==> src/sv/cma_pkg.sv <==
// Shared constants, types and state codes for the centred moving-average filter.
// Used by cma_cell, cma_div and centered_moving_average; depends on nothing.
`default_nettype none

package cma_pkg;

  localparam int SPAN        = 5;
  localparam int SAMPLE_BITS = 24;

  localparam int HALF_SPAN = (SPAN - 1) / 2;
  // Prefix sums over up to SPAN samples.
  localparam int SUM_W  = SAMPLE_BITS + $clog2(SPAN);
  // Rounded magnitude fed to the divider.
  localparam int MAG_W  = SUM_W;
  // Position count and divisor, 0..SPAN.
  localparam int CNT_W  = $clog2(SPAN + 1);
  // Cell index, 0..SPAN-1.
  localparam int IDX_W  = $clog2(SPAN);
  localparam int STEP_W = $clog2(MAG_W + 1);

  typedef logic signed [SAMPLE_BITS-1:0] sample_t;
  typedef logic signed [SUM_W-1:0]       sum_t;

  typedef enum logic [2:0] {
    ST_IDLE,
    ST_SUM,
    ST_LOAD,
    ST_DIV,
    ST_EMIT
  } cma_state_t;

  typedef struct packed {
    logic             start;
    logic [CNT_W-1:0] divisor;
  } div_ctl_t;

endpackage

`default_nettype wire

==> src/sv/cma_cell.sv <==
// One cell of the sample window: holds one sample per channel and adds it to
// the running prefix sum handed on from its neighbour. Depends on cma_pkg.
`default_nettype none

module cma_cell (
  input  wire logic             clk,
  input  wire logic             shift_en,
  input  wire cma_pkg::sample_t sample_a_in,
  input  wire cma_pkg::sample_t sample_b_in,
  input  wire cma_pkg::sum_t    psum_a_in,
  input  wire cma_pkg::sum_t    psum_b_in,
  output cma_pkg::sample_t      sample_a_out,
  output cma_pkg::sample_t      sample_b_out,
  output cma_pkg::sum_t         psum_a_out,
  output cma_pkg::sum_t         psum_b_out
);

  cma_pkg::sample_t smp_a_r, smp_a_nxt;
  cma_pkg::sample_t smp_b_r, smp_b_nxt;
  cma_pkg::sum_t    psum_a_r, psum_a_nxt;
  cma_pkg::sum_t    psum_b_r, psum_b_nxt;

  always_comb begin
    smp_a_nxt  = shift_en ? sample_a_in : smp_a_r;
    smp_b_nxt  = shift_en ? sample_b_in : smp_b_r;
    // The prefix sum settles one cell per cycle once the window holds still.
    psum_a_nxt = psum_a_in + cma_pkg::sum_t'(smp_a_r);
    psum_b_nxt = psum_b_in + cma_pkg::sum_t'(smp_b_r);
  end

  always_ff @(posedge clk) begin
    smp_a_r  <= smp_a_nxt;
    smp_b_r  <= smp_b_nxt;
    psum_a_r <= psum_a_nxt;
    psum_b_r <= psum_b_nxt;
  end

  assign sample_a_out = smp_a_r;
  assign sample_b_out = smp_b_r;
  assign psum_a_out   = psum_a_r;
  assign psum_b_out   = psum_b_r;

endmodule

`default_nettype wire

==> src/sv/cma_div.sv <==
// Bit-serial rounding divider: signed sum over a small count, rounded to
// nearest with ties away from zero, one quotient bit per cycle. Uses cma_pkg.
`default_nettype none

module cma_div (
  input  wire logic              clk,
  input  wire logic              rst_n,
  input  wire cma_pkg::div_ctl_t ctl,
  input  wire cma_pkg::sum_t     sum_in,
  output cma_pkg::sample_t       quot_out,
  output logic                   done
);

  logic                                busy_r, busy_nxt;
  logic                                done_r, done_nxt;
  logic                                neg_r, neg_nxt;
  logic [cma_pkg::CNT_W-1:0]           div_r, div_nxt;
  logic [cma_pkg::CNT_W-1:0]           rem_r, rem_nxt;
  logic [cma_pkg::MAG_W-1:0]           quo_r, quo_nxt;
  logic [cma_pkg::STEP_W-1:0]          step_r, step_nxt;
  logic [cma_pkg::MAG_W-1:0]           abs_sum;
  logic [cma_pkg::CNT_W:0]             trial;
  logic                                fits;

  always_comb begin
    abs_sum  = sum_in[cma_pkg::SUM_W-1] ? cma_pkg::MAG_W'(-sum_in) : cma_pkg::MAG_W'(sum_in);
    trial    = {rem_r, quo_r[cma_pkg::MAG_W-1]};
    fits     = trial >= {1'b0, div_r};
    busy_nxt = busy_r;
    done_nxt = done_r;
    neg_nxt  = neg_r;
    div_nxt  = div_r;
    rem_nxt  = rem_r;
    quo_nxt  = quo_r;
    step_nxt = step_r;
    if (ctl.start) begin
      busy_nxt = 1'b1;
      done_nxt = 1'b0;
      neg_nxt  = sum_in[cma_pkg::SUM_W-1];
      div_nxt  = ctl.divisor;
      rem_nxt  = '0;
      // Adding half the divisor before truncating gives round-half-away.
      quo_nxt  = abs_sum + cma_pkg::MAG_W'(ctl.divisor >> 1);
      step_nxt = '0;
    end else if (busy_r) begin
      rem_nxt  = fits ? cma_pkg::CNT_W'(trial - {1'b0, div_r}) : cma_pkg::CNT_W'(trial);
      quo_nxt  = {quo_r[cma_pkg::MAG_W-2:0], fits};
      step_nxt = step_r + 1'b1;
      if (step_r == cma_pkg::STEP_W'(cma_pkg::MAG_W - 1)) begin
        busy_nxt = 1'b0;
        done_nxt = 1'b1;
      end
    end
  end

  always_ff @(posedge clk) begin
    if (!rst_n) begin
      busy_r <= 1'b0;
      done_r <= 1'b0;
    end else begin
      busy_r <= busy_nxt;
      done_r <= done_nxt;
    end
  end

  always_ff @(posedge clk) begin
    neg_r  <= neg_nxt;
    div_r  <= div_nxt;
    rem_r  <= rem_nxt;
    quo_r  <= quo_nxt;
    step_r <= step_nxt;
  end

  assign quot_out = neg_r ? -cma_pkg::sample_t'(quo_r[cma_pkg::SAMPLE_BITS-1:0])
                          :  cma_pkg::sample_t'(quo_r[cma_pkg::SAMPLE_BITS-1:0]);
  assign done     = done_r;

endmodule

`default_nettype wire

==> src/sv/centered_moving_average.sv <==
// Centred moving-average filter with edge shrink: top level, control sequencer
// and output register. Depends on cma_pkg, cma_cell and cma_div.
//
//   channel  | direction | handshake            | payload
//   in_      | sink      | in_valid / in_stall   | sample_a, sample_b, last_sample
//   out_     | source    | out_valid / out_stall | average_a, average_b, sequence_end,
//            |           |                       | burst_last
//   cfg_     | sink      | cfg_write             | cfg_data (channel_mode)
//
// An input sample that produces no result is taken without the sequencer
// leaving ST_IDLE. One that produces results passes through ST_SUM while the
// prefix sums ripple along the cell chain, then through ST_LOAD, ST_DIV for the
// MAG_W steps of the bit-serial divider and ST_EMIT, once per result.
// Reset is synchronous and active low; it clears the sequencer, position count,
// divider control, output valid and channel mode. A stalled output holds its
// transfer, and the sequencer waits for the output register to free up before
// presenting the next result, so in_stall stays high for the whole burst.
`default_nettype none

module centered_moving_average (
  input  wire logic             clk,
  input  wire logic             rst_n,
  input  wire logic             in_valid,
  output logic                  in_stall,
  input  wire cma_pkg::sample_t in_sample_a,
  input  wire cma_pkg::sample_t in_sample_b,
  input  wire logic             in_last_sample,
  output logic                  out_valid,
  input  wire logic             out_stall,
  output cma_pkg::sample_t      out_average_a,
  output cma_pkg::sample_t      out_average_b,
  output logic                  out_sequence_end,
  output logic                  out_burst_last,
  input  wire logic             cfg_write,
  input  wire logic             cfg_data
);

  localparam int CW = cma_pkg::CNT_W;
  localparam int IW = cma_pkg::IDX_W;

  // Sequencer state and per-item context.
  cma_pkg::cma_state_t state_r, state_nxt;
  logic [CW-1:0]       count_r, count_nxt;   // samples held in this sequence
  logic [CW-1:0]       c_r, c_nxt;           // count seen by the current item
  logic [CW-1:0]       d_r, d_nxt;           // age of the position being emitted
  logic                last_r, last_nxt;
  logic [IW-1:0]       sum_cnt_r, sum_cnt_nxt;
  logic                mode_r;

  // Output register.
  logic                out_valid_r, out_valid_nxt;
  cma_pkg::sample_t    avg_a_r, avg_a_nxt;
  cma_pkg::sample_t    avg_b_r, avg_b_nxt;
  logic                seq_end_r, seq_end_nxt;
  logic                burst_last_r, burst_last_nxt;

  // Cell chain.
  cma_pkg::sample_t    smp_a_w [cma_pkg::SPAN];
  cma_pkg::sample_t    smp_b_w [cma_pkg::SPAN];
  cma_pkg::sum_t       psum_a_w [cma_pkg::SPAN];
  cma_pkg::sum_t       psum_b_w [cma_pkg::SPAN];

  // Dividers.
  cma_pkg::div_ctl_t   div_ctl;
  cma_pkg::sample_t    quot_a, quot_b;
  logic                div_done_a, div_done_b;

  logic                accept;
  logic [CW-1:0]       c_acc;
  logic [CW-1:0]       cm1_acc;
  logic [CW:0]         hi_raw;
  logic [CW-1:0]       hi_cnt;
  logic [IW-1:0]       hi_w;
  logic                out_free;

  assign accept   = in_valid && !in_stall;
  assign out_free = !out_valid_r || !out_stall;

  // Count after this sample joins the window, saturating at SPAN.
  assign c_acc   = (count_r == CW'(cma_pkg::SPAN)) ? count_r : count_r + 1'b1;
  assign cm1_acc = c_acc - 1'b1;

  // Upper end of the clipped window: min(d + HALF_SPAN, c - 1). The lower end
  // is always the newest sample, since d never exceeds HALF_SPAN.
  assign hi_raw = {1'b0, d_r} + (CW + 1)'(cma_pkg::HALF_SPAN);
  assign hi_cnt = (hi_raw > {1'b0, c_r - 1'b1}) ? c_r - 1'b1 : CW'(hi_raw);
  assign hi_w   = hi_cnt[IW-1:0];

  // The window is a row of cells. Each cell passes its sample to the next
  // older one on every transfer, and the prefix sum ripples one cell per cycle,
  // so once the window holds still, cell k holds the sum of the k+1 newest samples.
  for (genvar k = 0; k < cma_pkg::SPAN; k++) begin : g_cell
    cma_pkg::sample_t a_in, b_in;
    cma_pkg::sum_t    pa_in, pb_in;
    if (k == 0) begin : g_head
      assign a_in  = in_sample_a;
      assign b_in  = in_sample_b;
      assign pa_in = '0;
      assign pb_in = '0;
    end else begin : g_body
      assign a_in  = smp_a_w[k-1];
      assign b_in  = smp_b_w[k-1];
      assign pa_in = psum_a_w[k-1];
      assign pb_in = psum_b_w[k-1];
    end
    cma_cell u_cell (
      .clk          (clk),
      .shift_en     (accept),
      .sample_a_in  (a_in),
      .sample_b_in  (b_in),
      .psum_a_in    (pa_in),
      .psum_b_in    (pb_in),
      .sample_a_out (smp_a_w[k]),
      .sample_b_out (smp_b_w[k]),
      .psum_a_out   (psum_a_w[k]),
      .psum_b_out   (psum_b_w[k])
    );
  end

  assign div_ctl.start   = (state_r == cma_pkg::ST_LOAD);
  assign div_ctl.divisor = hi_cnt + 1'b1;

  cma_div u_div_a (
    .clk      (clk),
    .rst_n    (rst_n),
    .ctl      (div_ctl),
    .sum_in   (psum_a_w[hi_w]),
    .quot_out (quot_a),
    .done     (div_done_a)
  );

  cma_div u_div_b (
    .clk      (clk),
    .rst_n    (rst_n),
    .ctl      (div_ctl),
    .sum_in   (psum_b_w[hi_w]),
    .quot_out (quot_b),
    .done     (div_done_b)
  );

  always_comb begin
    state_nxt      = state_r;
    count_nxt      = count_r;
    c_nxt          = c_r;
    d_nxt          = d_r;
    last_nxt       = last_r;
    sum_cnt_nxt    = sum_cnt_r;
    out_valid_nxt  = out_valid_r && out_stall;
    avg_a_nxt      = avg_a_r;
    avg_b_nxt      = avg_b_r;
    seq_end_nxt    = seq_end_r;
    burst_last_nxt = burst_last_r;
    in_stall       = (state_r != cma_pkg::ST_IDLE);

    case (state_r)
      cma_pkg::ST_IDLE: begin
        if (accept) begin
          c_nxt       = c_acc;
          last_nxt    = in_last_sample;
          sum_cnt_nxt = '0;
          count_nxt   = in_last_sample ? '0 : c_acc;
          if (in_last_sample) begin
            // Flush every pending position, oldest first.
            d_nxt     = (cm1_acc < CW'(cma_pkg::HALF_SPAN)) ? cm1_acc
                                                            : CW'(cma_pkg::HALF_SPAN);
            state_nxt = cma_pkg::ST_SUM;
          end else if (c_acc >= CW'(cma_pkg::HALF_SPAN + 1)) begin
            d_nxt     = CW'(cma_pkg::HALF_SPAN);
            state_nxt = cma_pkg::ST_SUM;
          end
        end
      end
      cma_pkg::ST_SUM: begin
        sum_cnt_nxt = sum_cnt_r + 1'b1;
        if (sum_cnt_r == IW'(cma_pkg::SPAN - 1)) begin
          state_nxt = cma_pkg::ST_LOAD;
        end
      end
      cma_pkg::ST_LOAD: begin
        state_nxt = cma_pkg::ST_DIV;
      end
      cma_pkg::ST_DIV: begin
        if (div_done_a) begin
          state_nxt = cma_pkg::ST_EMIT;
        end
      end
      cma_pkg::ST_EMIT: begin
        if (out_free) begin
          out_valid_nxt  = 1'b1;
          avg_a_nxt      = quot_a;
          avg_b_nxt      = mode_r ? quot_b : '0;
          seq_end_nxt    = last_r && (d_r == '0);
          burst_last_nxt = !last_r || (d_r == '0);
          if (!last_r || (d_r == '0)) begin
            state_nxt = cma_pkg::ST_IDLE;
          end else begin
            d_nxt     = d_r - 1'b1;
            state_nxt = cma_pkg::ST_LOAD;
          end
        end
      end
      default: begin
        state_nxt = cma_pkg::ST_IDLE;
      end
    endcase
  end

  always_ff @(posedge clk) begin
    if (!rst_n) begin
      state_r <= cma_pkg::ST_IDLE;
    end else begin
      state_r <= state_nxt;
    end
  end

  always_ff @(posedge clk) begin
    if (!rst_n) begin
      count_r     <= '0;
      out_valid_r <= 1'b0;
      mode_r      <= 1'b0;
    end else begin
      count_r     <= count_nxt;
      out_valid_r <= out_valid_nxt;
      if (cfg_write) begin
        mode_r <= cfg_data;
      end
    end
  end

  always_ff @(posedge clk) begin
    c_r          <= c_nxt;
    d_r          <= d_nxt;
    last_r       <= last_nxt;
    sum_cnt_r    <= sum_cnt_nxt;
    avg_a_r      <= avg_a_nxt;
    avg_b_r      <= avg_b_nxt;
    seq_end_r    <= seq_end_nxt;
    burst_last_r <= burst_last_nxt;
  end

  assign out_valid        = out_valid_r;
  assign out_average_a    = avg_a_r;
  assign out_average_b    = avg_b_r;
  assign out_sequence_end = seq_end_r;
  assign out_burst_last   = burst_last_r;

  // The position count never passes the window length.
  a_count_range: assert property (@(posedge clk) disable iff (!rst_n)
    count_r <= CW'(cma_pkg::SPAN))
    else $error("position count beyond window length");

  // A result is only taken from a cell holding a sample of this sequence.
  a_hi_in_seq: assert property (@(posedge clk) disable iff (!rst_n)
    (state_r == cma_pkg::ST_EMIT) |-> (hi_cnt < c_r))
    else $error("window reaches past the start of the sequence");

  // Both channel dividers run in lockstep.
  a_div_lockstep: assert property (@(posedge clk) disable iff (!rst_n)
    div_done_a == div_done_b)
    else $error("channel dividers out of step");

  // A division only finishes while the sequencer is waiting for it.
  a_div_when_waiting: assert property (@(posedge clk) disable iff (!rst_n)
    $rose(div_done_a) |-> (state_r == cma_pkg::ST_DIV))
    else $error("divider finished outside its wait state");

  // A final sample closes the sequence.
  a_last_clears: assert property (@(posedge clk) disable iff (!rst_n)
    (accept && in_last_sample) |=> (count_r == '0))
    else $error("position count not cleared after final sample");

endmodule

`default_nettype wire

==> config.mk <==
export PLATFORM = sky130hd
export DESIGN_NAME = centered_moving_average
export DESIGN_NICKNAME = d
export VERILOG_FILES = /design/src/sv/cma_pkg.sv /design/src/sv/cma_cell.sv /design/src/sv/cma_div.sv /design/src/sv/centered_moving_average.sv
export SDC_FILE = /design/constraint.sdc
export NUM_CORES = 1
export LEC_CHECK = 0
export ABC_AREA = 1
export BUFFER_PORTS_ARGS = -buffer_cell sky130_fd_sc_hd__clkbuf_2
export CAP_MARGIN = 20
export CORE_MARGIN = 1
export CORE_UTILIZATION = 55
export DETAILED_ROUTE_END_ITERATION = 10
export GPL_ROUTABILITY_DRIVEN = 1
export MAX_ROUTING_LAYER = met4
export PLACE_DENSITY = 0.71
export SYNTH_ARGS = -nofsm -noshare
export SYNTH_HDL_FRONTEND = slang
export SYNTH_HIERARCHICAL = 1
export SYNTH_SLANG_ARGS = --single-unit
==> constraint.sdc <==
create_clock -name clk -period 30.4 [get_ports clk]
set_input_delay 3.04 -clock clk [delete_from_list [all_inputs] [get_ports clk]]
set_output_delay 3.04 -clock clk [all_outputs]
set_load 0.05 [all_outputs]
==> results of run 1 <==
[flip-flops by register name (all words and copies together) (netlist names), 3 cells and up]
name / flops
u_div_b/rem_r: 3
u_div_b/quo_r: 27
u_div_a/quo_r: 27
u_div_b/div_r: 3
state_r: 3
g_cell.u_cell/psum_b_out: 135
u_div_a/div_r: 3
u_div_a/step_r: 5
u_div_b/step_r: 5
g_cell.u_cell/sample_b_out: 120
g_cell.u_cell/psum_a_out: 135
out_average_a: 24
out_average_b: 24
u_div_a/rem_r: 3
c_r: 3
g_cell.u_cell/sample_a_out: 120
count_r: 3
d_r: 3
sum_cnt_r: 3
[worst paths after layout]
check | from | endpoint | slack [ns] | cells past startpoint
max | c_r[0]$_DFFE_PP_ | u_div_a/quo_r[17]$_DFFE_PP_ | 24.15 | 30
min | u_div_b/step_r[4]$_SDFFE_PP0P_ | u_div_b/step_r[4]$_SDFFE_PP0P_ | 0.45 | 1
max reg2reg | c_r[0]$_DFFE_PP_ | u_div_a/quo_r[17]$_DFFE_PP_ | 24.15 | 30
min reg2reg | u_div_b/step_r[4]$_SDFFE_PP0P_ | u_div_b/step_r[4]$_SDFFE_PP0P_ | 0.45 | 1
[through the flow]
step	hold slack (ns)	setup slack, ns
after floorplan	0.427	15.22
after global placement	0.433	24.39
after detailed placement	0.442	24.18
after CTS	0.455	24.18
after global routing	0.470	23.59
final	0.452	24.15
[layout make-up]
cell class,instances,area (sq um),area share
well taps,1060,1330,0.0267
inverters,1068,4010,0.0807
flip-flops and latches,659,16800,0.339
multi-input cells,4679,24300,0.489
clock inverters,38,409,0.00824
clock buffers,99,2120,0.0427
repair buffers,126,693,0.0140
[placed cells by master (no fill, tap or decap), drive strengths merged]
cell type and instances:
or2 13, nand4 152, bufinv 8, nand3 739, o211ai 2, nor3 33, nand2 2252, a22oi 2
dfxtp 297, nor2 518, xor2 134, o21a 2, clkbuf 205, conb 56, o21ai 103, o22ai 18
inv 1070, fa 15, o21bai 30, o2111ai 3, a21oi 172, a31oi 8, nor3b 2, o31ai 2
buf 20, nand3b 13, clkinv 24, xnor2 75, a211oi 1, edfxtp 362, ha 290, nor4 4
clkinvlp 4, and2 40
[per-layer routing]
layer / part of all wire / wire, um / GRT usage
met5: 0 / 0 / -
met4: 0.031 / 3820 / 0.0943
met3: 0.049 / 6110 / 0.0320
met2: 0.46 / 57300 / 0.495
met1: 0.46 / 56400 / 0.388
==> impl_metrics.sql, run 1 <==
INSERT INTO impl_metrics (metric_group, metric, value, unit) VALUES
('drt', 'ant_nets', '0', ''),
('drt', 'vias', '40300', ''),
('clocking', 'clock_path_buffers', '3', ''),
('sta', 'fmaxAchievable', '160', 'MHz'),
('drt', 'via_per_inst', '5.21', ''),
('placement', 'placed_insts', '7592', ''),
('global_route', 'grt_overflow_total', '0', ''),
('sta', 'setup_skew', '0.0251', 'ns'),
('global_route', 'grt_max_degree', '179', ''),
('critical_path', 'critPathSlowestCell', 'sky130_fd_sc_hd__buf_4', ''),
('floorplan', 'core', '81100', 'sq um'),
('sta', 'tns', '0', 'ns'),
('critical_path', 'timing.setup.critical_path_class', 'reg -> reg', ''),
('sta', 'slew_worst_pin', '1.04', 'ns'),
('synthesis', 'syn_area', '45400', 'sq um'),
('critical_path', 'setup.worst_path.start_class', 'flop', ''),
('cells_and_area', 'finalCoreUtilization', '0.613', ''),
('global_route', 'groute.usage.overall', '0.301', ''),
('synthesis', 'syn-instance-count', '6451', ''),
('critical_path', 'required', '30.73', 'ns'),
('synthesis', 'mean_post_synth_cell_area', '7.03', 'sq um'),
('sta', 'timing.final.max_slew_violations', '0', ''),
('placement', 'placement.cell_area', '47100', 'sq um'),
('floorplan', 'die_h', '289', 'um'),
('clocking', 'clock_insertion_delay_worst_skew', '0.62', 'ns'),
('clocking', 'tritoncts_clock_tree', 'done', ''),
('critical_path', 'cp_common_cell', 'sky130_fd_sc_hd__nand2_1', ''),
('critical_path', 'endpoint_kind', 'flop', ''),
('cells_and_area', 'finish.cell_count_without_fillers', '7729', ''),
('clocking', 'cts-buffers-inserted', '75', ''),
('sta', 'timing.max_slew.rel_slack', '0.304', ''),
('critical_path', 'crit_family', 'simple AND/OR/NAND/NOR gates', ''),
('cells_and_area', 'layout-drive-gt1-share', '0.0660', ''),
('global_route', 'grt_first_pass_wirelength', '193000', 'um'),
('flow_run', 'max_cap_viol_count', '0', ''),
('clocking', 'cts_resized', '0', ''),
('sta', 'finalSetupViolCount', '0', ''),
('drt', 'finalWirelength', '124000', 'um'),
('cells_and_area', 'fin_area', '49700', 'sq um'),
('sta', 'finalHoldViolations', '0', ''),
('clocking', 'cts_root_buf', 'sky130_fd_sc_hd__clkbuf_16', ''),
('drt', 'avgRoutedWirePerCell', '16.0', 'um'),
('sta', 'timing.final.crit_share', '0.205', ''),
('critical_path', 'highest_net_fanout_along_the_worst_path', '63', ''),
('cells_and_area', 'layout-area-overhead-vs-synth', '9.47', '%'),
('placement', 'place.gp.congestion', '0.984', ''),
('placement', 'buffers_added_on_ports', '106', ''),
('synthesis', 'yosys_warnings', '6', ''),
('sta', 'rsz_0062_raised_after_global_routing', 'no', ''),
('floorplan', 'dieWidth', '289', 'um'),
('sta', 'period_needed', '6.25', 'ns'),
('floorplan', 'die-area', '83700', 'sq um'),
('outcome', 'outcome', 'finished, final reports clean', ''),
('cells_and_area', 'design.final.nets', '6969', ''),
('critical_path', 'timing.critical_path.slowest_cell_delay', '0.63', 'ns'),
('critical_path', 'cp_data_arrival_time', '6.57', 'ns'),
('floorplan', 'placementRows', '104', ''),
('clocking', 'ctsHtreeMaxLevel', '3', ''),
('global_route', 'vias_in_the_first_global_route', '37700', ''),
('drt', 'drt_pre_antenna_iters', '5', ''),
('floorplan', 'io-pin-count', '107', ''),
('placement', 'hpwl', '100000', 'um'),
('clocking', 'cts_hold_repair.buffers', '0', ''),
('global_route', 'initial_antenna_violation_count', '0', ''),
('hold_path', 'worst_hold_path_type', 'reg -> reg', ''),
('clocking', 'worst_setup_hold_path_clk_slew', '0.06', 'ns'),
('floorplan', 'initial_utilization', '0.560', ''),
('clocking', 'post_cts_buffers', '0', ''),
('drt', 'drt_iter0_drc', '2351', ''),
('critical_path', 'critical_path.n_buffers_inverters', '4', ''),
('cells_and_area', 'antennaDiodeCount', '0', ''),
('clocking', 'clock_sink_count', '659', ''),
('drt', 'drt_drc_violations_left', '0', ''),
('cells_and_area', 'filler_cell_count', '7640', '');
Power of run 1 is left out: the tool's default activity adds up to more than one toggle a clock period on the data nets, which glitch-free logic cannot reach.
==> run 2: changes to the inputs <==
- PLACE_DENSITY: 0.71 -> 0.74
- clock period: 30.4 -> 5.13 ns (I/O delays scaled with it)
==> run 2 against run 1 <==
Maximum frequency up 29%. Utilization is 0.58 points higher. Critical path depth is the same. Die area stayed put. Final cell count grew 0.30%. Register-to-register slack worse by 24 ns. Sequential cell count did not move. Global-route usage grew 0.33 points.
==> impl_metrics.sql, run 2 (synthesis gave the netlist of run 1 again) <==
INSERT INTO impl_metrics (metric_group, metric, value, unit) VALUES
('drt', 'finalWirelength', '125000', 'um'),
('clocking', 'cts_root_buf', 'sky130_fd_sc_hd__clkbuf_16', ''),
('critical_path', 'cp_common_cell', 'sky130_fd_sc_hd__nand2_1', ''),
('cells_and_area', 'filler_cell_count', '7568', ''),
('drt', 'vias', '40500', ''),
('cells_and_area', 'layout-area-overhead-vs-synth', '10.5', '%'),
('placement', 'placement.cell_area', '47300', 'sq um'),
('floorplan', 'placementRows', '104', ''),
('drt', 'ant_nets', '0', ''),
('sta', 'timing.final.max_slew_violations', '0', ''),
('critical_path', 'critPathSlowestCell', 'sky130_fd_sc_hd__fa_1', ''),
('critical_path', 'setup.worst_path.start_class', 'flop', ''),
('sta', 'period_needed', '4.85', 'ns'),
('floorplan', 'core', '81100', 'sq um'),
('cells_and_area', 'design.final.nets', '6992', ''),
('sta', 'slew_worst_pin', '1.03', 'ns'),
('cells_and_area', 'fin_area', '50100', 'sq um'),
('sta', 'finalSetupViolCount', '0', ''),
('drt', 'drt_pre_antenna_iters', '7', ''),
('critical_path', 'required', '5.48', 'ns'),
('floorplan', 'dieWidth', '289', 'um'),
('global_route', 'grt_first_pass_wirelength', '195000', 'um'),
('sta', 'hold-worst-slack', '0.0622', 'ns'),
('critical_path', 'highest_net_fanout_along_the_worst_path', '47', ''),
('sta', 'timing.final.crit_share', '0.946', ''),
('drt', 'drt_iter0_drc', '2648', ''),
('critical_path', 'timing.setup.critical_path_class', 'reg -> reg', ''),
('global_route', 'grt_overflow_total', '0', ''),
('clocking', 'worst_setup_hold_path_clk_slew', '0.06', 'ns'),
('outcome', 'outcome', 'finished, final reports clean', ''),
('critical_path', 'timing.critical_path.slowest_cell_delay', '0.48', 'ns'),
('clocking', 'clock_insertion_delay_worst_skew', '0.63', 'ns'),
('clocking', 'clock_sink_count', '659', ''),
('cells_and_area', 'layout-drive-gt1-share', '0.0713', ''),
('global_route', 'vias_in_the_first_global_route', '38300', ''),
('critical_path', 'endpoint_kind', 'flop', ''),
('clocking', 'cts-buffers-inserted', '76', ''),
('floorplan', 'io-pin-count', '107', ''),
('floorplan', 'die_h', '289', 'um'),
('critical_path', 'cp_data_arrival_time', '5.21', 'ns'),
('drt', 'drt_drc_violations_left', '0', ''),
('sta', 'finalHoldViolations', '0', ''),
('global_route', 'initial_antenna_violation_count', '0', ''),
('placement', 'buffers_added_on_ports', '106', ''),
('global_route', 'groute.usage.overall', '0.304', ''),
('floorplan', 'initial_utilization', '0.560', ''),
('sta', 'timing.max_slew.rel_slack', '0.311', ''),
('clocking', 'clock_path_buffers', '3', ''),
('placement', 'hpwl', '102000', 'um'),
('cells_and_area', 'layout_common_cells', '2,178 x sky130_fd_sc_hd__nand2_1, 1,051 x sky130_fd_sc_hd__inv_1, 717 x sky130_fd_sc_hd__nand3_1, 445 x sky130_fd_sc_hd__nor2_1, 362 x sky130_fd_sc_hd__edfxtp_1', ''),
('sta', 'fmaxAchievable', '206', 'MHz'),
('floorplan', 'die-area', '83700', 'sq um'),
('sta', 'setup_skew', '0.0232', 'ns'),
('global_route', 'grt_max_degree', '187', ''),
('cells_and_area', 'layout_commonest_cell', 'sky130_fd_sc_hd__nand2_1', ''),
('drt', 'via_per_inst', '5.23', ''),
('flow_run', 'max_cap_viol_count', '0', ''),
('hold_path', 'worst_hold_path_type', 'in -> reg', ''),
('cells_and_area', 'antennaDiodeCount', '0', ''),
('clocking', 'ctsHtreeMaxLevel', '3', ''),
('placement', 'place.gp.congestion', '0.990', ''),
('clocking', 'tritoncts_clock_tree', 'done', ''),
('drt', 'avgRoutedWirePerCell', '16.2', 'um');
-- run 2: area by class of cell --
class                           count  area (sq um)  area share
Timing Repair Buffer              148          1050      0.0209
Sequential cell                   659         16800       0.335
Clock inverter                     32           324     0.00646
Clock buffer                      106          2210      0.0441
Tap cell                         1060          1330      0.0264
Inverter                         1068          4010      0.0800
Multi-Input combinational cell   4679         24400       0.487
-- run 2: worst paths after layout --
| check | startpoint | to | slack, ns | depth (start not counted) |
|---|---|---|---|---|
| max | c_r[0]$_DFFE_PP_ | u_div_a/quo_r[17]$_DFFE_PP_ | 0.28 | 30 |
| min | in_sample_b[8] | g_cell[0].u_cell/sample_b_out[8]$_DFFE_PP_ | 0.06 | 1 |
| max reg2reg | c_r[0]$_DFFE_PP_ | u_div_a/quo_r[17]$_DFFE_PP_ | 0.28 | 30 |
| min reg2reg | u_div_a/step_r[4]$_SDFFE_PP0P_ | u_div_a/step_r[4]$_SDFFE_PP0P_ | 0.45 | 1 |
-- run 2: worst max-delay path: cells and delay by family, from the launching register on --
kind,cells,cell delay [ns]
XOR/XNOR,1,0.09
buffers and inverters,5,0.51
flip-flops,1,0.41
AND/OR/NAND/NOR,21,2.79
adder cells (fa/ha/maj),2,0.65
AO/OA/AOI/OAI,1,0.07
-- run 2: stage by stage --
step | utilization | setup TNS [ns] | setup slack (ns) | cells
final | 0.619 | 0 | 0.275 | 7752
after global routing | 0.619 | -0.00776 | -0.00751 | 7752
after CTS | 0.615 | 0 | 0.0205 | 7744
after detailed placement | 0.584 | -0.221 | -0.0449 | 7606
after global placement | 0.584 | 0 | 0.125 | 7606
after floorplan | - | -1.90 | -0.351 | 6506
-- run 2: repair_timing --
item / CTS / global route
resized for setup: 4 / 29
setup endpoints to repair: 10 / 38
cloned: 0 / 4
endpoints found under the hold margin: 0 / 0
hold buffers: 0 / 0
pin swaps: 0 / 4
buffers inserted: 0 / 4
-- run 2: routing by layer --
layer,global-route usage,part of all wire
met1,0.389,0.45
met2,0.505,0.47
met3,0.0385,0.053
met4,0.0855,0.028
met5,-,0
Power of run 2 is left out for the same reason.
